**config.mk**
```make
export PLATFORM = sky130hd
export DESIGN_NAME = sptc_ctrl
export DESIGN_NICKNAME = d
export VERILOG_FILES = /design/src/rtl/sptc_pkg.sv /design/src/rtl/sptc_ctrl.sv
export SDC_FILE = /design/constraint.sdc
export NUM_CORES = 1
export LEC_CHECK = 0
export ABC_AREA = 1
export BUFFER_PORTS_ARGS = -buffer_cell sky130_fd_sc_hd__buf_2
export CORE_UTILIZATION = 30
export CTS_BUF_LIST = sky130_fd_sc_hd__clkbuf_8
export CTS_CLUSTER_DIAMETER = 200
export DETAILED_ROUTE_END_ITERATION = 6
export PLACE_DENSITY = 0.58
export SYNTH_ARGS = -nofsm -noshare
export SYNTH_HDL_FRONTEND = slang
export SYNTH_SLANG_ARGS = --single-unit
```
**constraint.sdc**
```tcl
create_clock -name i_clk -period 1.4 [get_ports i_clk]
set_input_delay 0.07 -clock i_clk [delete_from_list [all_inputs] [get_ports i_clk]]
set_output_delay 0.07 -clock i_clk [all_outputs]
set_load 0.005 [all_outputs]
```
**src/rtl/sptc_pkg.sv**
```systemverilog
`timescale 1ns / 1ps

package sptc_pkg;

    localparam int CELL_W       = 12;
    localparam int SIDE_W       = 7;
    localparam int TOTAL_W      = 2 * SIDE_W;
    localparam int TIME_W       = 32;
    localparam int HEIGHT_W     = 2;
    localparam int WORD_W       = HEIGHT_W + 1;
    localparam int MAX_SIDE_DEF = 64;
    localparam int SIDE_RESET   = 64;

    localparam logic [HEIGHT_W-1:0] HEIGHT_MAX = 2'd3;
    localparam logic [TIME_W-1:0]   START_TIME = 32'd4;

    localparam logic [1:0] OP_START = 2'd0;
    localparam logic [1:0] OP_GRAIN = 2'd1;
    localparam logic [1:0] OP_READ  = 2'd2;

    localparam logic KIND_GRAIN  = 1'b0;
    localparam logic KIND_REPORT = 1'b1;

    localparam logic [1:0] SEL_ONE  = 2'd0;
    localparam logic [1:0] SEL_SELF = 2'd1;
    localparam logic [1:0] SEL_NB   = 2'd2;

    localparam logic [1:0] DIR_UP    = 2'd0;
    localparam logic [1:0] DIR_RIGHT = 2'd1;
    localparam logic [1:0] DIR_DOWN  = 2'd2;
    localparam logic [1:0] DIR_LEFT  = 2'd3;

    typedef struct packed {
        logic [1:0]        opcode;
        logic [CELL_W-1:0] cell_index;
        logic              from_self;
        logic [TIME_W-1:0] event_time;
    } t_in_item;

    typedef struct packed {
        logic                kind;
        logic [CELL_W-1:0]   dest_cell;
        logic [TIME_W-1:0]   send_time;
        logic [HEIGHT_W-1:0] cell_height;
        logic                ever_toppled;
        logic                last;
    } t_out_item;

    typedef struct packed {
        logic       capture;
        logic       rd_en;
        logic       wr_en;
        logic       clear;
        logic       div_start;
        logic       load;
        logic [1:0] sel;
        logic [1:0] dir;
        logic       last;
    } t_cmd;

    typedef struct packed {
        logic [1:0] op;
        logic       in_range;
        logic       from_self;
        logic       topple;
        logic       clr_done;
        logic       div_busy;
        logic       out_free;
    } t_status;

endpackage

```
**src/rtl/sptc_ctrl.sv**
```systemverilog
`timescale 1ns / 1ps

module sptc_ctrl
    import sptc_pkg::*;
(
    input  logic    i_clk,
    input  logic    i_rst_n,
    input  logic    i_in_valid,
    output logic    o_in_ready,
    input  t_status i_status,
    output t_cmd    o_cmd
);
    localparam logic [2:0] S_CLEAR     = 3'd0;
    localparam logic [2:0] S_IDLE      = 3'd1;
    localparam logic [2:0] S_DECODE    = 3'd2;
    localparam logic [2:0] S_EXEC      = 3'd3;
    localparam logic [2:0] S_EMIT_ONE  = 3'd4;
    localparam logic [2:0] S_EMIT_SELF = 3'd5;
    localparam logic [2:0] S_DIV       = 3'd6;
    localparam logic [2:0] S_EMIT_NB   = 3'd7;

    logic [2:0] r_state, n_state;
    logic [1:0] r_dir, n_dir;
    logic       in_ready;
    t_cmd       cmd;

    always_ff @(posedge i_clk) begin
        if (!i_rst_n) begin
            r_state <= S_CLEAR;
            r_dir   <= DIR_UP;
        end else begin
            r_state <= n_state;
            r_dir   <= n_dir;
        end
    end

    always_comb begin
        n_state  = r_state;
        n_dir    = r_dir;
        in_ready = 1'b0;
        cmd      = '0;
        cmd.dir  = r_dir;
        case (r_state)
            S_CLEAR: begin
                cmd.clear = 1'b1;
                if (i_status.clr_done) begin
                    n_state = S_IDLE;
                end
            end
            S_IDLE: begin
                in_ready = 1'b1;
                if (i_in_valid) begin
                    cmd.capture = 1'b1;
                    n_state     = S_DECODE;
                end
            end
            S_DECODE: begin
                // drop out-of-grid cells and the unused opcode
                if (i_status.op == OP_START ||
                    ((i_status.op inside {OP_GRAIN, OP_READ}) && i_status.in_range)) begin
                    cmd.rd_en = 1'b1;
                    n_state   = S_EXEC;
                end else begin
                    n_state = S_IDLE;
                end
            end
            S_EXEC: begin
                case (i_status.op)
                    OP_START: begin
                        cmd.wr_en = 1'b1;
                        n_state   = S_EMIT_ONE;
                    end
                    OP_GRAIN: begin
                        cmd.wr_en     = 1'b1;
                        cmd.div_start = i_status.topple;
                        if (i_status.from_self) begin
                            n_state = S_EMIT_SELF;
                        end else if (i_status.topple) begin
                            n_state = S_DIV;
                        end else begin
                            n_state = S_IDLE;
                        end
                    end
                    default: begin
                        n_state = S_EMIT_ONE;
                    end
                endcase
            end
            S_EMIT_ONE: begin
                if (i_status.out_free) begin
                    cmd.load = 1'b1;
                    cmd.sel  = SEL_ONE;
                    cmd.last = 1'b1;
                    n_state  = S_IDLE;
                end
            end
            S_EMIT_SELF: begin
                if (i_status.out_free) begin
                    cmd.load = 1'b1;
                    cmd.sel  = SEL_SELF;
                    cmd.last = !i_status.topple;
                    n_state  = i_status.topple ? S_DIV : S_IDLE;
                end
            end
            S_DIV: begin
                n_dir = DIR_UP;
                if (!i_status.div_busy) begin
                    n_state = S_EMIT_NB;
                end
            end
            S_EMIT_NB: begin
                if (i_status.out_free) begin
                    cmd.load = 1'b1;
                    cmd.sel  = SEL_NB;
                    cmd.last = (r_dir == DIR_LEFT);
                    n_dir    = r_dir + 2'd1;
                    if (r_dir == DIR_LEFT) begin
                        n_state = S_IDLE;
                    end
                end
            end
            default: begin
                n_state = S_IDLE;
            end
        endcase
    end

    assign o_in_ready = in_ready;
    assign o_cmd      = cmd;
endmodule

```
== Yosys cells after proc, flatten, opt, wreduce, memory -nomap -nowiden ==
Cells that the tools add are included.
Storage, ports and cells
  word-level logic and storage cells: 62
  register bits after elaboration: 5
  output and inout bits: 12
Operators by class
  equality and inequality tests: 17
  add/sub/neg operators: 1
  reductions and logical operators: 10
  multiplexer cells: 32
Operator list (count)
  $mux W3: 13
  $pmux W3 S8: 1
  $ne A2 B2 Y1 const B: 7
  $mux W1: 13
  $eq A3 B3 Y1 const B: 4
  $pmux W3 S3: 1
  $reduce_and A7 Y1: 1
  $eq A3 B2 Y1 const B: 2
  $eq A2 B2 Y1 const B: 2
  $mux W2: 2
  $pmux W2 S2: 1
  $reduce_bool A2 Y1: 2
  $eq A3 B1 Y1 const B: 1
  $logic_not A3 Y1: 1
  $pmux W1 S3: 1
  $add A2 B1 Y2 const B: 1
  $eq A2 B1 Y1 const B: 1
  $logic_not A2 Y1: 1
  $reduce_and A2 Y1: 1
  $reduce_or A2 Y1: 1
  $logic_and A1 B1 Y1: 1
  $logic_not A1 Y1: 1
  $logic_or A1 B1 Y1: 1

== Depth between registers and ports, before layout ==
Gate-level depths: netlist of the first run.
  depth in word-level cells: 6
  depth in mapped cells: 10

== Worst setup path after synthesis of the first run ==
OpenSTA, ideal clock, no wires.
  kind: register to register
  start: register r_state[1]
  end: register r_state[0]
  path slack: 0.245 ns
  arrival time: 1.040 ns
  cell stages (with the launch flop): 10
  data required time: 1.284 ns
  buffers on the path: 1
  path through: dfxtp_1 -> buf_6 -> inv_2 -> nand2_1 -> nor2_2 -> nand2_1 -> nand2_1 -> nor2_2 -> o21ai_0 -> nor2_1
On the way
  cells in the longest elaborated chain, start to end: 3
  elaborated cells between the ends (all ways): 17
  classes of those cells: 14 x eq/ne; 1 x mux; 2 x reduce/logical
RTL lines
  start: declaration: RTL line sptc_ctrl.sv:22  | logic [2:0] r_state, n_state;
  start signal: assignment: RTL line sptc_ctrl.sv:32  | r_state <= n_state;
  $eq A3 B3 Y1 (tied with other cells): RTL line sptc_ctrl.sv:43  | case (r_state)
  $ne A2 B2 Y1 (no line)
  $reduce_and A7 Y1 (no line)
Parallel ways exist; a longest one is shown, timed or not.
A chain may end at the register's enable or synchronous reset.

==> results of run 1 <==
per-layer routing:
layer / wire [um] / vias to the layer above
met5: 0 / -
met4: 9 / 0
met3: 62 / 2
met2: 628 / 17
met1: 611 / 266
li1: - / 331
power breakdown:
group,switching [mW],internal [mW],total [mW],leakage [nW]
Combinational,0.240,0.212,0.452,0.342
Clock,0.0668,0.188,0.254,0.0269
Sequential,0.0706,0.187,0.258,0.0428
final timing paths:
check	to	slack (ps)	depth (start not counted)
max	o_cmd[0]	50	7
min	r_state[0]$_SDFFE_PN0P_	110	3
max reg2reg	r_state[0]$_SDFFE_PN0P_	170	9
min reg2reg	r_dir[1]$_SDFFE_PN0P_	480	2
worst min-delay path, stage by stage:
cell and delay [ps]:
buf_2 110, o21ai_0 70, nor2_1 40
placed cells by master (no fill, tap or decap), types with 3 or more instances in the layout:
master	Yosys	routed
buf_2	0	22
a21oi_1	5	5
dfxtp_4	0	3
buf_4	0	5
ha_1	3	3
nor3_1	4	4
inv_2	3	3
nor2_2	4	5
inv_1	13	13
nor2_1	12	11
nand3_1	5	5
nand2_1	17	17
clkbuf_8	0	3
o21ai_0	4	4
sequential cells by signal (all words and copies together), names as in the netlist:
signal and cells:
r_dir 2, r_state 3
final cells by class:
cell class,count,area share [%]
multi-input cells,63,46.72
repair buffers,27,20.34
flip-flops and latches,5,15.34
inverters,16,8.621
clock buffers,3,5.690
well taps,16,2.759
clock inverters,1,0.5172
synthesized netlist by cell type:
cell type	number	share of area, %
inv_1	13	9.5
nand3_1	5	4.9
nor2_1	12	8.8
nand3b_1	1	1.5
nand2_2	2	2.4
dfxtp_1	5	19
nor2_2	4	4.9
ha_1	3	7.3
a31oi_1	1	1.2
a21oi_1	5	4.9
inv_2	3	2.2
o21bai_1	1	1.5
o21ai_0	4	3.9
buf_6	2	4.4
nand3_2	1	1.9
nand2_1	17	12
nand4_1	1	1.2
nor3_1	4	3.9
nor3_2	2	3.9
kinds of logic after synthesis:
| group | share of synthesized area, % |
|---|---|
| AOI/OAI and AO/OA | 11.44 |
| DFF | 19.47 |
| and+or+nand+nor | 45.74 |
| buffers and inverters | 16.06 |
| adders and majority gates | 7.300 |
metrics by stage:
| step | TNS [ps] | setup WS, ps |
|---|---|---|
| after floorplan | 0 | 244.6 |
| after global placement | 0 | 76.54 |
| after detailed placement | 0 | 43.99 |
| after CTS | 0 | 28.20 |
| after global routing | -39.84 | -28.37 |
| final | 0 | 48.58 |
timing repair:
action                     4_1_cts  5_1_grt
pin swaps                        0        1
gates resized for setup          5        5
setup endpoints to repair        3        1
buffers inserted                 0        3
==> key figures, run 1 <==
Hold path
  – HP Class: in2reg
  – Hold wc startpoint: i_rst_n

GRT
  – Grt ovf: 0
  – First-pass GRT wire length: 2035 um
  – Global route hottest layer: met2
  – Grt met1 use: 19.85%
  – Vias in the first global route: 497
  – Initial antenna violation count: 0
  – Total GRT Usage: 14.57%
  – Global routing usage on met2: 22.12%
  – Met3 Usage GRT: 2.500%
  – Largest net degree at the start of global routing: 11

Final layout
  – Filler cells: 164
  – Multi-input gate area: 339.1 um^2
  – Area grow syn2layout: 41.12%
  – Layout Utilization: 46.55%
  – Nets@finish: 130
  – Sequential cell area: 111.4 um^2
  – Ant. Diodes: 0
  – Layout cells sized above 1: 40.87%
  – Finished Layout Cells: 131
  – Final instance area: 725.7 um^2

Yosys
  – Synthesized cell area: 514.2 um^2
  – Syn Inst Count: 86
  – Synthesized area per cell: 5.980 um^2
  – Seq/Total Area, Yosys: 19.46%
  – Post-synth net total: 100
  – Synthesis-stage register bit count: 5
  – Unique cell type count in the Yosys netlist: 19
  – Synth warn: 0

Place
  – I/O Buffers: 22
  – Inst Count DP: 124
  – Routability Congestion: 0.8708
  – Placed Area: 636.9 um^2
  – DP HPWL: 1029 um

Timing
  – Slew HR: 77.48%
  – Worst slew pin tran: 335.9 ps
  – RSZ-0062 raised after global routing: yes
  – Hold Vio Cnt, Final: 0
  – Final worst path period share: 96.53%
  – Hold_ws: 105.1 ps
  – Time the worst path needs with I/O delays and setup: 1351 ps
  – Fin Clk Skew: 0.9207 ps
  – Fmax: 740.0 MHz
  – Setup violators final: 0
  – Slew Viols, Final: 0

Setup path
  – Reg-to-reg startpoint: r_state[0]$_SDFFE_PN0P_
  – Worst EP required: 1330 ps
  – Worst setup SP type: flip-flop
  – CP peak stage delay: 380 ps
  – Setup Crit Path Kind: reg2out
  – Critical-path maximum fanout: 5
  – Worst Setup SP: r_state[0]$_SDFFE_PN0P_
  – CP bufs+invs: 4
  – Worst Path Arrival: 1280 ps
  – Delay-heaviest family, CP: flip-flops
  – Worst-path cell chain: inv_4 -> nand2_4 -> inv_2 -> nor3_2 -> inv_1 -> a31oi_1 -> buf_2
  – Worst-path cell with the longest stage delay: dfxtp_4
  – Critical path capture point type: primary output

Route
  – Via-per-instance ratio: 4.702
  – Total Routed Length: 1311 um
  – Post-route antenna net violation count: 0
  – Via count: 616
  – Avg WL per Cell: 10.01 um
  – DRC Markers: 6
  – DRT iter0 DRCs: 14
  – DRT Pass-1 Iters: 6

Floorplan
  – Initial core utilization: 32.99%
  – Die area: 1884 um^2
  – Die Ht: 43.40 um
  – Core area: 1559 um^2
  – FP Rows: 14
  – Die extent in x: 43.40 um
  – IO Count: 23

CTS
  – Hold Buf Count CTS: 0
  – CTS Buf Count: 3
  – Clock transition at path regs: 30 ps
  – Clock sinks: 5
  – # H-tree levels: 1
  – Clock Tree Buf Depth: 2
  – Root Driver: clkbuf_8
  – Clock Latency Late Sink: 220 ps
  – CTS tree: yes

Power and ir drop
  – Power per Cell Area: 1329 nW/um^2
  – Total power: 0.9642 mW
  – Worst IR drop on VDD: 0.7735 mV
  – Leak pwr: 0.4121 nW

Outcome
  – Status: finished with violations
  – Failing checks: design-rule violations

Run
  – Max Cap Violations: 0
Note: power is estimated with default switching activity, not from simulation.
==> run 2, diff against run 1 <==
--- a/config.mk
+++ b/config.mk
@@ -7,6 +7,7 @@
 export LEC_CHECK = 0
 export ABC_AREA = 1
 export BUFFER_PORTS_ARGS = -buffer_cell sky130_fd_sc_hd__buf_2
+export CORE_MARGIN = 4
 export CORE_UTILIZATION = 30
 export CTS_BUF_LIST = sky130_fd_sc_hd__clkbuf_8
 export CTS_CLUSTER_DIAMETER = 200
==> run 2 against run 1 <==
Compared with the run above:
- the flow now finishes without violations
- die area up 30%
- critical path depth did not move
- final area down 4.0%
- non-clock buffer count is 3 lower
- hold slack worse by 1.9 ps
- clock skew about the same
- clock power barely moved
- final cell count decreased by 2.3%
==> key figures, run 2 (synthesized netlist as in run 1, its figures left out) <==
CTS
  – Clock transition at path regs: 40 ps (about the same)
  – Clock Tree Buf Depth: 2 (unchanged)
  – # H-tree levels: 1 (unchanged)
  – CTS tree: yes
  – Clock sinks: 5 (unchanged)
  – Post-CTS Resized: 3 (-2)
  – CTS Buf Count: 3 (unchanged)
  – Root Driver: clkbuf_8
  – Clock Latency Late Sink: 220 ps (about the same)
  – Post-CTS setup buffer count: 0 (unchanged)
  – Hold Buf Count CTS: 0 (unchanged)

GRT
  – Initial antenna violation count: 0 (unchanged)
  – Total GRT Usage: 11.88% (-2.7 points)
  – First-pass GRT wire length: 2277 um (+12%)
  – Vias in the first global route: 554 (+11%)
  – Largest net degree at the start of global routing: 11 (unchanged)
  – Grt ovf: 0 (unchanged)

Route
  – Post-route antenna net violation count: 0 (unchanged)
  – DRT iter0 DRCs: 8 (-6)
  – Met3 WL: 87 um (+40%)
  – Via-per-instance ratio: 4.563 (-3.0%)
  – Avg WL per Cell: 10.02 um (about the same)
  – DRC Markers: 0 (-6)
  – Uppermost layer routed: met4
  – DRT met1 WL: 625 um (+2.3%)
  – DRT Pass-1 Iters: 4 (-2)
  – Met2 WL post-DR: 542 um (-14%)
  – Via count: 584 (-5.2%)
  – Total Routed Length: 1282 um (-2.2%)

Final layout
  – Layout cells sized above 1: 37.50% (-3.4 points)
  – Filler cells: 173 (+5.5%)
  – Nets@finish: 127 (-2.3%)
  – Ant. Diodes: 0 (unchanged)
  – Finished Layout Cells: 128 (-2.3%)
  – Biggest regs: r_state x3, r_dir x2
  – Commonest non-fill, non-tap cell in the layout: buf_2
  – Area grow syn2layout: 35.52%
  – Most frequent cells in the layout: buf_2 (22), nand2_1 (17), inv_1 (14), nor2_1 (12)
  – Max FFs per register: 3 (unchanged)
  – Largest register by flop count: r_state

Setup path
  – Worst-path cell chain: inv_1 -> nand2_2 -> inv_2 -> nor3_4 -> inv_1 -> a31oi_1 -> buf_2
  – Critical path capture point type: primary output
  – CP dominant cell by count: inv_1
  – Worst Path Arrival: 1240 ps (-40 ps)
  – CP peak stage delay: 370 ps (about the same)
  – CP bufs+invs: 4 (unchanged)
  – Worst EP required: 1330 ps (about the same)
  – Worst setup SP type: flip-flop
  – Worst-path cell with the longest stage delay: dfxtp_4
  – Critical-path maximum fanout: 7 (+2)
  – Reg-to-reg startpoint: r_state[1]$_SDFFE_PN0P_
  – Worst R2R Path Depth: 9 (unchanged)
  – Reg2Reg Setup Slack: 150 ps (-20 ps)
  – Setup Crit Path Kind: reg2out
  – Delay-heaviest family, CP: flip-flops
  – R2r endpoint: r_state[0]$_SDFFE_PN0P_

Place
  – Inst Count DP: 124 (unchanged)
  – I/O Buffers: 22 (unchanged)
  – DP HPWL: 1069 um (+3.9%)
  – Routability Congestion: 0.8413 (-3.4%)

Floorplan
  – Die extent in x: 49.40 um (+14%)
  – FP Rows: 14 (unchanged)
  – Initial core utilization: 32.99% (unchanged)
  – Core area: 1559 um^2 (unchanged)
  – IO Count: 23 (unchanged)
  – Die area: 2440 um^2 (+30%)
  – Die Ht: 49.40 um (+14%)

Timing
  – Final worst path period share: 93.58% (-3.0 points)
  – Time the worst path needs with I/O delays and setup: 1310 ps (-41.30 ps)
  – Setup tns final: 0 ps (unchanged)
  – RSZ-0062 raised after global routing: yes
  – Slew HR: 77.73% (+0.24 points)
  – Worst slew pin tran: 332.3 ps (-3.607 ps)
  – Slew Viols, Final: 0 (unchanged)
  – Hold Vio Cnt, Final: 0 (unchanged)
  – Setup violators final: 0 (unchanged)
  – Hold_ws: 103.3 ps (-1.884 ps)
  – Fin Clk Skew: 0.9646 ps (+0.04385 ps)
  – Fmax: 763.3 MHz (+3.2%)

Power and ir drop
  – Power per Cell Area: 1262 nW/um^2 (-5.0%)
  – Worst IR drop on VDD: 0.7298 mV (-5.6%)
  – Leak pwr: 0.3925 nW (-4.7%)

Hold path
  – Hold EP: r_state[0]$_SDFFE_PN0P_
  – HP Class: in2reg
  – Hold path cells: 3 (unchanged)
  – Hold wc startpoint: i_rst_n

Outcome
  – Status: completed

Run
  – Max Cap Violations: 0 (unchanged)
==> run 2: cell types whose count changed in the layout (fill, tap and decap cells not counted), sizes merged <==
cell,change
buf,-3
==> run 2: where the power goes <==
group | internal [mW] | leakage (nW) | switching, mW
clock network | 0.188 | 0.0269 | 0.0696
logic | 0.157 | 0.323 | 0.220
registers | 0.183 | 0.0425 | 0.0630
total | 0.528 | 0.393 | 0.352
==> run 2: worst max-delay path by stage <==
stage,startpoint,to,slack [ps],cells past startpoint
after global routing,r_state[0]$_SDFFE_PN0P_,o_cmd[0],-0.9,7
after detailed placement,r_state[1]$_SDFFE_PN0P_,r_state[0]$_SDFFE_PN0P_,30,9
after floorplan,r_state[1]$_SDFFE_PN0P_,r_state[0]$_SDFFE_PN0P_,240,9
after global placement,r_state[2]$_SDFFE_PN0P_,r_state[0]$_SDFFE_PN0P_,80,7
after CTS,r_state[0]$_SDFFE_PN0P_,o_cmd[0],50,7
final,r_state[0]$_SDFFE_PN0P_,o_cmd[0],90,7
==> run 2: metal layers <==
metal  global-route usage (%)  up-vias
li1                         -      325
met1                    15.51      237
met2                    17.41       17
met3                    3.058        5
met4                    6.912        0
met5                        0        -
==> run 2: final cells by class <==
| type | count | area [um^2] | share of cell area, % |
|---|---|---|---|
| flip-flops and latches | 5 | 108.9 | 15.62 |
| clock inverters | 1 | 3.754 | 0.5386 |
| multi-input cells | 63 | 337.8 | 48.47 |
| clock buffers | 3 | 41.29 | 5.925 |
| inverters | 16 | 60.06 | 8.618 |
| well taps | 16 | 20.02 | 2.873 |
| repair buffers | 24 | 125.1 | 17.95 |
==> run 2: stage by stage <==
step / utilization [%] / worst slack (ps) / instance area (um^2) / total power [mW]
after detailed placement: 40.85 / 32.59 / 636.9 / 0.6060
after global routing: 44.70 / -0.8562 / 696.9 / 0.9671
final: 44.70 / 89.89 / 696.9 / 0.8798
after global placement: 40.85 / 80.01 / 636.9 / 0.6034
after floorplan: - / 244.6 / 514.2 / 0.5059
after CTS: 43.98 / 46.27 / 685.7 / 0.8797
==> run 2: tightest hold or removal path, stage by stage <==
cell and delay [ps]:
buf_2 110, o21ai_0 60, nor2_1 40
